$ cat config.mk
export PLATFORM = sky130hd
export DESIGN_NAME = two_queue_block_cache_policy
export DESIGN_NICKNAME = d
export VERILOG_FILES = /design/src/hdl/tqbc_pkg.sv /design/src/hdl/two_queue_block_cache_policy.sv
export SDC_FILE = /design/constraint.sdc
export NUM_CORES = 2
export LEC_CHECK = 0
export BUFFER_PORTS_ARGS = -buffer_cell sky130_fd_sc_hd__buf_2
export CORE_MARGIN = 1
export CORE_UTILIZATION = 23
export CTS_CLUSTER_SIZE = 25
export DETAILED_ROUTE_END_ITERATION = 8
export SYNTH_ARGS = -nofsm -noshare
export SYNTH_HDL_FRONTEND = slang
export SYNTH_SLANG_ARGS = --single-unit
$ cat constraint.sdc
create_clock -name clock -period 18.5 [get_ports clock]
set_input_delay 0 -clock clock [delete_from_list [all_inputs] [get_ports clock]]
set_output_delay 0 -clock clock [all_outputs]
set_load 0.01 [all_outputs]
$ cat src/hdl/tqbc_pkg.sv
// ----------------------------------------------------------------------------
// tqbc_pkg
// Shared types and codes for the two-queue block cache policy.
// ----------------------------------------------------------------------------
`default_nettype none

package tqbc_pkg;

   localparam int unsigned KIND_W   = 2;
   localparam int unsigned ID_W     = 32;
   localparam int unsigned STATUS_W = 3;
   localparam int unsigned SLOT_W   = 5;
   localparam int unsigned LIMIT_W  = 5;

   localparam logic [KIND_W-1:0] KIND_GET_READ  = 2'd0;
   localparam logic [KIND_W-1:0] KIND_GET_WRITE = 2'd1;
   localparam logic [KIND_W-1:0] KIND_RET_READ  = 2'd2;
   localparam logic [KIND_W-1:0] KIND_RET_WRITE = 2'd3;

   localparam logic [STATUS_W-1:0] ST_OK         = 3'd0;
   localparam logic [STATUS_W-1:0] ST_NOT_CACHED = 3'd1;
   localparam logic [STATUS_W-1:0] ST_CONFLICT   = 3'd2;
   localparam logic [STATUS_W-1:0] ST_NO_ROOM    = 3'd3;
   localparam logic [STATUS_W-1:0] ST_NOT_HELD   = 3'd4;

   localparam logic [0:0] CSR_FIFO_LIMIT = 1'd0;
   localparam logic [0:0] CSR_LRU_LIMIT  = 1'd1;

   localparam logic [LIMIT_W-1:0] LIMIT_RESET = 5'd16;

endpackage : tqbc_pkg

`default_nettype wire

$ cat src/hdl/two_queue_block_cache_policy.sv
// ----------------------------------------------------------------------------
// two_queue_block_cache_policy
// Two-queue (probation FIFO plus LRU) replacement policy with holder counts.
// ----------------------------------------------------------------------------
// A request is taken only when the block is idle and the result register is
// empty. The id of every entry sits in a one-port synchronous memory that a
// sequencer sweeps once per request for lookup. When the target queue is
// full it walks the entries again for the victim search, and on a miss it
// searches for a free slot, one entry per cycle; the age update is applied
// to all entries at once. The result is registered when the sequence ends,
// and the next request can be taken the cycle after the result is accepted.
`default_nettype none

module two_queue_block_cache_policy #(
   parameter int unsigned QUEUE_DEPTH = 16,
   parameter int unsigned MAX_READERS = 255
) (
   input  wire logic                           clock,
   input  wire logic                           reset,
   input  wire logic                           req_valid,
   output logic                                req_ready,
   input  wire logic [tqbc_pkg::KIND_W-1:0]    req_kind,
   input  wire logic [tqbc_pkg::ID_W-1:0]      req_block_id,
   output logic                                rsp_valid,
   input  wire logic                           rsp_ready,
   output logic [tqbc_pkg::STATUS_W-1:0]       rsp_status,
   output logic                                rsp_hit,
   output logic [tqbc_pkg::SLOT_W-1:0]         rsp_slot,
   output logic                                rsp_fetch,
   output logic                                rsp_writeback,
   output logic [tqbc_pkg::ID_W-1:0]           rsp_victim_id,
   input  wire logic                           csr_write_enable,
   input  wire logic                           csr_index,
   input  wire logic [tqbc_pkg::LIMIT_W-1:0]   csr_write_data
);

   localparam int unsigned ENTRIES = 2 * QUEUE_DEPTH;
   localparam int unsigned IDX_W   = $clog2(ENTRIES);
   localparam int unsigned CNT_W   = $clog2(ENTRIES + 1);
   localparam int unsigned AGE_W   = $clog2(QUEUE_DEPTH);
   localparam int unsigned QC_W    = $clog2(QUEUE_DEPTH + 1);
   localparam int unsigned RD_W    = $clog2(MAX_READERS + 1);

   typedef enum logic [3:0] {
      S_IDLE, S_LOOK, S_DECIDE, S_VSCAN, S_EVICT, S_EVRD, S_MOVE,
      S_FREE, S_LINK, S_HOLD, S_DONE
   } state_type;

   // id memory
   logic [tqbc_pkg::ID_W-1:0] id_mem [ENTRIES];
   logic [tqbc_pkg::ID_W-1:0] id_rd_ff;
   logic [IDX_W-1:0]          mem_addr;
   logic                      mem_we;

   // per-entry flags and counters (each read at its own index by the sequencer)
   logic [ENTRIES-1:0] valid_ff, in_lru_ff, writer_ff, dirty_ff;
   logic [AGE_W-1:0]   age_ff     [ENTRIES];
   logic [RD_W-1:0]    readers_ff [ENTRIES];
   logic [QC_W-1:0]    qcount_ff  [2];

   logic [tqbc_pkg::LIMIT_W-1:0] fifo_limit_ff, lru_limit_ff;

   state_type                 state_ff;
   logic [tqbc_pkg::KIND_W-1:0] kind_ff;
   logic [tqbc_pkg::ID_W-1:0]   kind_id_ff;
   logic [CNT_W-1:0]          scan_ff;
   logic [IDX_W-1:0]          rd_ptr_ff;   // entry whose id arrives this cycle
   logic                      rd_vld_ff;
   logic                      found_ff;
   logic [IDX_W-1:0]          slot_ff;
   logic                      queue_ff;    // queue to make room in / link to
   logic                      vfound_ff;
   logic [IDX_W-1:0]          victim_ff;
   logic                      miss_ff;     // inserting a new block
   logic                      wb_ff;
   logic [tqbc_pkg::ID_W-1:0] vid_ff;
   logic [tqbc_pkg::STATUS_W-1:0] status_ff;
   logic                      fetch_ff;
   logic                      hit_ff;

   always_ff @(posedge clock) begin
      if (mem_we) begin
         id_mem[mem_addr] <= kind_id_ff;
      end
      id_rd_ff <= id_mem[mem_addr];
   end

   logic [IDX_W-1:0] scan_idx;
   assign scan_idx = scan_ff[IDX_W-1:0];

   // effective limit of the selected queue
   logic [tqbc_pkg::LIMIT_W-1:0] lim_raw;
   logic [QC_W-1:0]              lim_eff;
   always_comb begin
      lim_raw = queue_ff ? lru_limit_ff : fifo_limit_ff;
      if (lim_raw == '0) begin
         lim_eff = QC_W'(1);
      end else if (32'(lim_raw) > QUEUE_DEPTH) begin
         lim_eff = QC_W'(QUEUE_DEPTH);
      end else begin
         lim_eff = QC_W'(lim_raw);
      end
   end

   always_comb begin
      mem_we   = (state_ff == S_LINK) && miss_ff;
      mem_addr = scan_idx;
      if (state_ff == S_EVICT || state_ff == S_LINK) begin
         mem_addr = (state_ff == S_EVICT) ? victim_ff : slot_ff;
      end
   end

   assign req_ready = (state_ff == S_IDLE) && !rsp_valid;

   always_ff @(posedge clock) begin
      if (reset) begin
         state_ff      <= S_IDLE;
         rsp_valid     <= 1'b0;
         valid_ff      <= '0;
         in_lru_ff     <= '0;
         writer_ff     <= '0;
         dirty_ff      <= '0;
         qcount_ff[0]  <= '0;
         qcount_ff[1]  <= '0;
         fifo_limit_ff <= tqbc_pkg::LIMIT_RESET;
         lru_limit_ff  <= tqbc_pkg::LIMIT_RESET;
         for (int e = 0; e < ENTRIES; e++) begin
            age_ff[e]     <= '0;
            readers_ff[e] <= '0;
         end
      end else begin
         if (csr_write_enable) begin
            if (csr_index == tqbc_pkg::CSR_FIFO_LIMIT) begin
               fifo_limit_ff <= csr_write_data;
            end else begin
               lru_limit_ff <= csr_write_data;
            end
         end
         if (rsp_valid && rsp_ready) begin
            rsp_valid <= 1'b0;
         end
         rd_ptr_ff <= scan_idx;
         rd_vld_ff <= (state_ff == S_LOOK) && (scan_ff < CNT_W'(ENTRIES));
         unique case (state_ff)
            S_IDLE: begin
               if (req_valid && req_ready) begin
                  kind_ff    <= req_kind;
                  kind_id_ff <= req_block_id;
                  scan_ff    <= '0;
                  found_ff   <= 1'b0;
                  wb_ff      <= 1'b0;
                  vid_ff     <= '0;
                  status_ff  <= tqbc_pkg::ST_OK;
                  fetch_ff   <= 1'b0;
                  miss_ff    <= 1'b0;
                  state_ff   <= S_LOOK;
               end
            end
            S_LOOK: begin
               // issue reads; compare the previous read, first match wins
               if (scan_ff < CNT_W'(ENTRIES)) begin
                  scan_ff <= scan_ff + 1'b1;
               end
               if (rd_vld_ff && !found_ff && valid_ff[rd_ptr_ff]
                   && id_rd_ff == kind_id_ff) begin
                  found_ff <= 1'b1;
                  slot_ff  <= rd_ptr_ff;
               end
               if (!rd_vld_ff && scan_ff == CNT_W'(ENTRIES)) begin
                  state_ff <= S_DECIDE;
               end
            end
            S_DECIDE: begin
               hit_ff <= found_ff;
               if (found_ff) begin
                  queue_ff <= 1'b1;
                  state_ff <= in_lru_ff[slot_ff] ? S_MOVE : S_VSCAN;
               end else if (kind_ff == tqbc_pkg::KIND_RET_READ
                            || kind_ff == tqbc_pkg::KIND_RET_WRITE) begin
                  status_ff <= tqbc_pkg::ST_NOT_CACHED;
                  state_ff  <= S_DONE;
               end else begin
                  queue_ff <= 1'b0;
                  miss_ff  <= 1'b1;
                  state_ff <= S_VSCAN;
               end
               scan_ff   <= '0;
               vfound_ff <= 1'b0;
            end
            S_VSCAN: begin
               if (qcount_ff[queue_ff] < lim_eff) begin
                  state_ff <= miss_ff ? S_FREE : S_MOVE;
                  scan_ff  <= '0;
               end else if (scan_ff == CNT_W'(ENTRIES)) begin
                  if (vfound_ff) begin
                     state_ff <= S_EVICT;
                  end else begin
                     status_ff <= tqbc_pkg::ST_NO_ROOM;
                     state_ff  <= S_DONE;
                  end
               end else begin
                  if (valid_ff[scan_idx] && in_lru_ff[scan_idx] == queue_ff
                      && readers_ff[scan_idx] == '0 && !writer_ff[scan_idx]
                      && (!vfound_ff || age_ff[scan_idx] > age_ff[victim_ff])) begin
                     vfound_ff <= 1'b1;
                     victim_ff <= scan_idx;
                  end
                  scan_ff <= scan_ff + 1'b1;
               end
            end
            S_EVICT: begin
               state_ff <= S_EVRD;
            end
            S_EVRD: begin
               if (dirty_ff[victim_ff]) begin
                  wb_ff  <= 1'b1;
                  vid_ff <= id_rd_ff;
               end
               for (int e = 0; e < ENTRIES; e++) begin
                  if (valid_ff[e] && IDX_W'(e) != victim_ff
                      && in_lru_ff[e] == queue_ff && age_ff[e] > age_ff[victim_ff]) begin
                     age_ff[e] <= age_ff[e] - 1'b1;
                  end
               end
               if (qcount_ff[queue_ff] != '0) begin
                  qcount_ff[queue_ff] <= qcount_ff[queue_ff] - 1'b1;
               end
               valid_ff[victim_ff]   <= 1'b0;
               in_lru_ff[victim_ff]  <= 1'b0;
               age_ff[victim_ff]     <= '0;
               readers_ff[victim_ff] <= '0;
               writer_ff[victim_ff]  <= 1'b0;
               dirty_ff[victim_ff]   <= 1'b0;
               scan_ff  <= '0;
               state_ff <= miss_ff ? S_FREE : S_MOVE;
            end
            S_MOVE: begin
               // unlink from its queue and link at the LRU head
               for (int e = 0; e < ENTRIES; e++) begin
                  if (valid_ff[e] && IDX_W'(e) != slot_ff) begin
                     if (in_lru_ff[e] == in_lru_ff[slot_ff]
                         && age_ff[e] > age_ff[slot_ff]) begin
                        if (in_lru_ff[e]) begin
                           age_ff[e] <= age_ff[e];
                        end else begin
                           age_ff[e] <= age_ff[e] - 1'b1;
                        end
                     end
                     if (in_lru_ff[e]) begin
                        if (!(in_lru_ff[slot_ff] && age_ff[e] > age_ff[slot_ff])) begin
                           age_ff[e] <= age_ff[e] + 1'b1;
                        end
                     end
                  end
               end
               if (!in_lru_ff[slot_ff]) begin
                  if (qcount_ff[0] != '0) begin
                     qcount_ff[0] <= qcount_ff[0] - 1'b1;
                  end
                  qcount_ff[1] <= qcount_ff[1] + 1'b1;
               end
               in_lru_ff[slot_ff] <= 1'b1;
               age_ff[slot_ff]    <= '0;
               state_ff <= S_HOLD;
            end
            S_FREE: begin
               if (scan_ff == CNT_W'(ENTRIES)) begin
                  status_ff <= tqbc_pkg::ST_NO_ROOM;
                  state_ff  <= S_DONE;
               end else if (!valid_ff[scan_idx]) begin
                  slot_ff  <= scan_idx;
                  found_ff <= 1'b1;
                  state_ff <= S_LINK;
               end else begin
                  scan_ff <= scan_ff + 1'b1;
               end
            end
            S_LINK: begin
               for (int e = 0; e < ENTRIES; e++) begin
                  if (valid_ff[e] && !in_lru_ff[e]) begin
                     age_ff[e] <= age_ff[e] + 1'b1;
                  end
               end
               valid_ff[slot_ff]   <= 1'b1;
               in_lru_ff[slot_ff]  <= 1'b0;
               age_ff[slot_ff]     <= '0;
               readers_ff[slot_ff] <= '0;
               writer_ff[slot_ff]  <= 1'b0;
               dirty_ff[slot_ff]   <= 1'b0;
               qcount_ff[0]        <= qcount_ff[0] + 1'b1;
               fetch_ff            <= 1'b1;
               state_ff            <= S_HOLD;
            end
            S_HOLD: begin
               unique case (kind_ff)
                  tqbc_pkg::KIND_GET_READ: begin
                     if (writer_ff[slot_ff]
                         || 32'(readers_ff[slot_ff]) >= MAX_READERS) begin
                        status_ff <= tqbc_pkg::ST_CONFLICT;
                     end else begin
                        readers_ff[slot_ff] <= readers_ff[slot_ff] + 1'b1;
                     end
                  end
                  tqbc_pkg::KIND_GET_WRITE: begin
                     if (writer_ff[slot_ff] || readers_ff[slot_ff] != '0) begin
                        status_ff <= tqbc_pkg::ST_CONFLICT;
                     end else begin
                        writer_ff[slot_ff] <= 1'b1;
                        dirty_ff[slot_ff]  <= 1'b1;
                     end
                  end
                  tqbc_pkg::KIND_RET_READ: begin
                     if (readers_ff[slot_ff] == '0) begin
                        status_ff <= tqbc_pkg::ST_NOT_HELD;
                     end else begin
                        readers_ff[slot_ff] <= readers_ff[slot_ff] - 1'b1;
                     end
                  end
                  default: begin
                     if (!writer_ff[slot_ff]) begin
                        status_ff <= tqbc_pkg::ST_NOT_HELD;
                     end else begin
                        writer_ff[slot_ff] <= 1'b0;
                     end
                  end
               endcase
               state_ff <= S_DONE;
            end
            S_DONE: begin
               rsp_valid     <= 1'b1;
               rsp_status    <= status_ff;
               rsp_hit       <= hit_ff;
               rsp_slot      <= found_ff ? tqbc_pkg::SLOT_W'(slot_ff) : '0;
               rsp_fetch     <= fetch_ff;
               rsp_writeback <= wb_ff;
               rsp_victim_id <= wb_ff ? vid_ff : '0;
               state_ff      <= S_IDLE;
            end
            default: state_ff <= S_IDLE;
         endcase
      end
   end

endmodule : two_queue_block_cache_policy

`default_nettype wire
# Yosys cells after proc, flatten, opt, wreduce, memory -nomap -nowiden
# Memory sizes are Yosys's and may differ from the RTL's. A register that Yosys moved wholly into a read port is not among the register bits.
# Cells that the tools add are included.
# classes
addsub,71
n_mul,0
div_mod_pow,0
magnitude_cmp,75
n_eq_ne,172
n_shift,0
muxes,1142
bitwise_logic,183
reduce_logical,328
# ops
op,n
2-to-1 mux 1 bit,898
2-to-1 mux 4 bit,171
one-hot mux 32 bit (3 select lines),3
greater-than comparator 4 bit,65
logical AND 1 bit,239
AND 32 bit,7
2-to-1 mux 32 bit,6
one-hot mux 32 bit (2 select lines),3
bitwise OR 1 bit,166
"!= test 5 bit, first input constant",32
"adder 4 x 1 -> 4 bit, second input constant",32
bitwise OR 32 bit,4
"subtractor 4 x 1 -> 4 bit, second input constant",32
2-to-1 mux 5 bit,20
"!= test 4 x 5 -> 1 bit, first input constant",16
equality test 1 bit,65
inverter 32 bit,2
"!= test 3 x 5 -> 1 bit, first input constant",8
zero test 1 bit,37
2-to-1 mux 3 bit,12
2-to-1 mux 6 bit,6
one-hot mux 4 bit (9 select lines),1
binary-select mux 1 bit (select 5 bit),7
"!= test 2 bit, second input constant",17
other kinds (53),122
# totals
register_bits,284
latchBits,0
ram_bits,1418
romBits,0
in_bits,45
output_inout_bits,45
word_cells,2005
mem_count,4
# mem_list
memory,words,word_bits,read_ports,rd_ports_with_merged_regs,wr,line_no,rtl
id_mem,32,32,1,1,1,two_queue_block_cache_policy.sv:50,logic [tqbc_pkg::ID_W-1:0] id_mem [ENTRIES];
readers_ff,32,8,2,2,32,two_queue_block_cache_policy.sv:58,logic [RD_W-1:0] readers_ff [ENTRIES];
age_ff,32,4,35,3,33,two_queue_block_cache_policy.sv:57,logic [AGE_W-1:0] age_ff [ENTRIES];
qcount_ff,2,5,3,1,2,two_queue_block_cache_policy.sv:59,logic [QC_W-1:0] qcount_ff [2];

# Depth between registers and ports, before layout
# depth
ltp_word,13
depth_mapped,22
depth_no_buf,14

# Worst setup path before layout
# No wires, ideal clock.
# synth_timing
path_kind,flip-flop to flip-flop
start,reg (tool-made name)
end,mem age_ff[3][2] (netlist bit)
t_arrival_ps,6704
setup_slack_ps,11673
path_stages_with_launch,18
path_buffers,4
synth_period_minus_slack_ps,6827
path_cell_list,dfxtp_1 clkbuf_1 clkbuf_1 clkbuf_1 clkbuf_1 mux4_2 mux4_2 mux2i_1 ha_1 nor2b_1 o21a_1 o21a_1 o21ai_0 nand2b_1 a211oi_1 mux2_2 a21oi_1 nor2_1
# synth_lines
item,line_no
to (decl),two_queue_block_cache_policy.sv:57

==> reports/summary.md <==
After synthesis, the share of flip-flops with an asynchronous set or reset is 0%. The clock transition at the registers of the reported paths is 0.07 ns, and the number of placed cells counting well taps is 12500. The run gives 11.48 ns as the reg-to-reg setup timing slack. The clock period could shrink to 7.02 ns. For this run, design rule violations remaining after detail routing come to 0.

Setup repair after global routing left no endpoint under its margin. The worst-margin pin slew is 1.28 ns, and the area growth from synthesis to layout is 16.6%. Of the synthesized area, sequential elements account for 56.4%. The distinct cell type count of the synthesized netlist is 84, and the via count of the first global-routing pass is 61600.

The register with the most flip-flops in the layout has 1024 of them. The count of cells in the finished layout, fillers not included, comes to 13000. Global routing used 15.4% of the available tracks across all layers. The detailed-route vias per instance was 5.09. The later pin in the worst-skew pair is clocked with a latency of 0.93 ns. The worst setup path is captured at a register.

The sort of element at the start of the critical path is a register. The average footprint of a synthesized cell came out at 11.4 sq um. The upper clock frequency limit came out at 0.143 GHz.

The master cell of the clock root buffer is sky130_fd_sc_hd__clkbuf_16. The largest registers in the layout are id_mem (1024), readers_ff (256), age_ff (128). The largest register by flop count was id_mem. Data on the critical path is required at its endpoint by 19.03 ns.

Entering global routing, the biggest net connects 166 pins. In the final routed layout, each cell accounts on average for 23.5 um. The number of primary I/O pins was 90. In this run the tool buffered the top-level ports with 89 buffer cells. The total wire length was 306 mm. The clock passes through at most 4 buffers.

Of the cells placed in the final design, the portion with a size suffix greater than 1 is 12.7%. The total number of vias is 66100. The final layout net count is 8199, and the number of enable flip-flop cells after synthesis is 1431. The max-slew violation count was 0. For the area inside the core boundary, the log shows 379000 sq um.

The post-synthesis sequential element count works out to 1750. In this run the remaining antenna-violating nets after routing total 0. The first global-routing pass estimated 438 mm of wire. The tools report the die outline area as 383000 sq um.

Walking the worst path, the cells encountered are buf_4, buf_4, mux4_2, mux4_2, mux2_2, or4_1, or4_1, nand2_2, nand3_4, a22oi_2, nand2_1. The run gives 1750 as the number of sinks handled by clock tree synthesis. In this run the tightest slew margin relative to its limit is 14.6%. The worst hold slack after final layout came out at -0.00589 ns. sky130_fd_sc_hd__edfxtp_1 takes more of the synthesized area than any other cell. For the initial antenna violation count, the log shows 19.

The commonest cells after synthesis are 1431 x sky130_fd_sc_hd__edfxtp_1, 1299 x sky130_fd_sc_hd__nand2_1, 697 x sky130_fd_sc_hd__nor2_1. Among all flip-flop cells after synthesis, the most frequent one is sky130_fd_sc_hd__edfxtp_1. The floorplan has 226 rows.

The tools report the fill cell instance count of the final layout as 38900. Sorting the synthesized cells by area gives the leading types as sky130_fd_sc_hd__edfxtp_1 49%, sky130_fd_sc_hd__dfxtp_1 7.3%, sky130_fd_sc_hd__mux4_2 6.2%, sky130_fd_sc_hd__nand2_1 5.6%, sky130_fd_sc_hd__ha_1 4.8%. The worst register-to-register path has a depth of 11. Worst clock skew: 0.123 ns. Routability-driven placement finished with a final weighted congestion of 0.950.

Among all cell types in the netlist, the one instantiated most often is sky130_fd_sc_hd__edfxtp_1. In this run the worst path has a maximum fanout of 64. Synthesis produced a netlist with a net count of 8082. In the final timing run, aggregate negative setup slack is 0 ns. The largest single stage delay on the critical path is 0.82 ns. The fraction of the cycle the final worst path needs came out at 37.9%. The initial utilization of the core area, before any placement, comes to 23.1%. On the critical path, the stage with the largest delay is an instance of sky130_fd_sc_hd__buf_4.

Type of the worst setup path: reg2reg. The cell count after synthesis came out at 7699. In this run the cell area of the synthesized design comes to 87500 sq um. The final reports fail on negative hold slack. For this design the ratio of total power to cell area is 103 nW/um^2.

The first detailed-routing pass ran for 8 iterations. Setup violations remaining at the end of the flow were counted as 0. Global routing finished with a remaining overflow of 0. From left edge to right edge, the die measures 619 um.

The H-tree generated during clock tree synthesis spans 4 levels. Across the run, the number of max-cap violations was 0. Summed over its instances, the top area cell type makes up 49.1% of the synthesized netlist area. Yosys printed 0 warnings.

After the first detailed-routing iteration, the DRC count stood at 7957. Data arrives at the worst endpoint at 7.55 ns. The floorplan step set the die height to 619 um. For the hold violation count in the final report, the log shows 1. The number of buffers added by the clock tree synthesis step came out at 196. The tightest min-delay check is of the in2reg type.

The worst hold path depth is 2. The tools report the highest ir drop seen on vdd as 0.101 mV. In this run the static leakage power is 34.5 nW. The run finished, with violations left. TritonCTS built the clock tree. Summed over all nets, the half-perimeter wirelength after detailed placement is 188 mm.
[routing by layer]
layer,global-route usage (%),vias up,part of all wire [%]
li1,-,29100,-
met1,19.5,32600,38
met2,25.0,3509,47
met3,2.82,815,9.2
met4,7.89,4,5.8
met5,0,-,0.0075
[cell usage in the layout, fill, tap and decap left out, types with 22 or more instances in the layout]
cell type	n
sky130_fd_sc_hd__edfxtp_1	1431
sky130_fd_sc_hd__nand2_1	1296
sky130_fd_sc_hd__nor2_1	655
sky130_fd_sc_hd__nand3_1	382
sky130_fd_sc_hd__ha_1	338
sky130_fd_sc_hd__a21oi_1	314
sky130_fd_sc_hd__dfxtp_1	313
sky130_fd_sc_hd__mux4_2	239
sky130_fd_sc_hd__clkbuf_16	197
sky130_fd_sc_hd__o21ai_0	196
sky130_fd_sc_hd__buf_4	190
sky130_fd_sc_hd__and3_1	156
sky130_fd_sc_hd__a31oi_1	153
sky130_fd_sc_hd__a32oi_1	128
sky130_fd_sc_hd__nand4_1	125
sky130_fd_sc_hd__inv_1	120
sky130_fd_sc_hd__nor2b_1	107
sky130_fd_sc_hd__nor3_1	100
sky130_fd_sc_hd__mux2i_1	98
sky130_fd_sc_hd__o21a_1	93
sky130_fd_sc_hd__dlygate4sd3_1	88
sky130_fd_sc_hd__buf_2	88
sky130_fd_sc_hd__and2_1	81
sky130_fd_sc_hd__nand2b_1	80
sky130_fd_sc_hd__nor4_1	72
sky130_fd_sc_hd__xor2_1	69
sky130_fd_sc_hd__a211oi_1	67
sky130_fd_sc_hd__xnor2_1	55
sky130_fd_sc_hd__mux2_2	51
sky130_fd_sc_hd__or3_1	49
sky130_fd_sc_hd__a22oi_1	41
sky130_fd_sc_hd__o211ai_1	40
sky130_fd_sc_hd__clkbuf_1	37
sky130_fd_sc_hd__nor2_4	36
sky130_fd_sc_hd__clkinv_1	29
sky130_fd_sc_hd__o22ai_1	26
sky130_fd_sc_hd__clkinv_2	24
sky130_fd_sc_hd__nand3b_1	22
[where the power goes]
part / leakage (nW) / switching [mW] / internal, mW
sequential: 15.9 / 0.238 / 4.38
clock: 3.18 / 1.72 / 2.32
combinational: 15.4 / 1.15 / 0.698
[worst max-delay path: cells and delay by family (launching register included)]
kind	cells	cell delay, ns
AND/OR/NAND/NOR	5	2.41
buffers and inverters	2	1.60
multiplexers	3	1.50
AO/OA/AOI/OAI	1	0.71
flip-flops	1	0.33
[layout make-up]
cell class	count	area, sq um	area share, %
Clock buffer	250	5290	5.19
Antenna cell	4	10.0	0.00982
Clock inverter	109	1340	1.31
Sequential cell	1750	49400	48.4
Timing Repair Buffer	370	2820	2.76
Multi-Input combinational cell	5372	36400	35.7
Tap cell	5016	6280	6.15
Inverter	126	475	0.466
[kinds of logic after synthesis]
kind of cell / synth area share (%)
adder cells (fa/ha/maj): 4.84
XOR/XNOR: 1.24
flip-flops: 56.4
buffers and inverters: 2.54
multiplexers: 8.04
AO/OA/AOI/OAI: 9.91
AND/OR/NAND/NOR: 17.0
[repair_timing]
action	CTS	global route
hold endpoints to repair	102	0
resized for setup	0	0
endpoints found under the setup margin	0	0
setup buffers	0	0
hold buffers	88	0
[through the flow]
step / hold WS (ns) / util [%] / power, mW / worst slack [ns] / cell area, sq um
2_1_floorplan: 0.0989 / - / 5.82 / 11.67 / 87500
3_3_place_gp: 0.178 / 24.9 / 6.48 / 11.61 / 94500
3_5_place_dp: 0.178 / 24.9 / 6.50 / 11.52 / 94500
4_1_cts: 0.00189 / 26.9 / 10.5 / 11.51 / 102000
5_1_grt: 0.0165 / 26.9 / 10.9 / 11.19 / 102000
6_report: -0.00589 / 26.9 / 10.5 / 11.48 / 102000
[worst paths after layout]
check,to,startpoint
max,readers_ff[12][3],register
min,kind_ff[1],req_kind[1]
max reg2reg,readers_ff[12][3],register
min reg2reg,rsp_fetch,fetch_ff
Power figures use the tool's default switching activity.
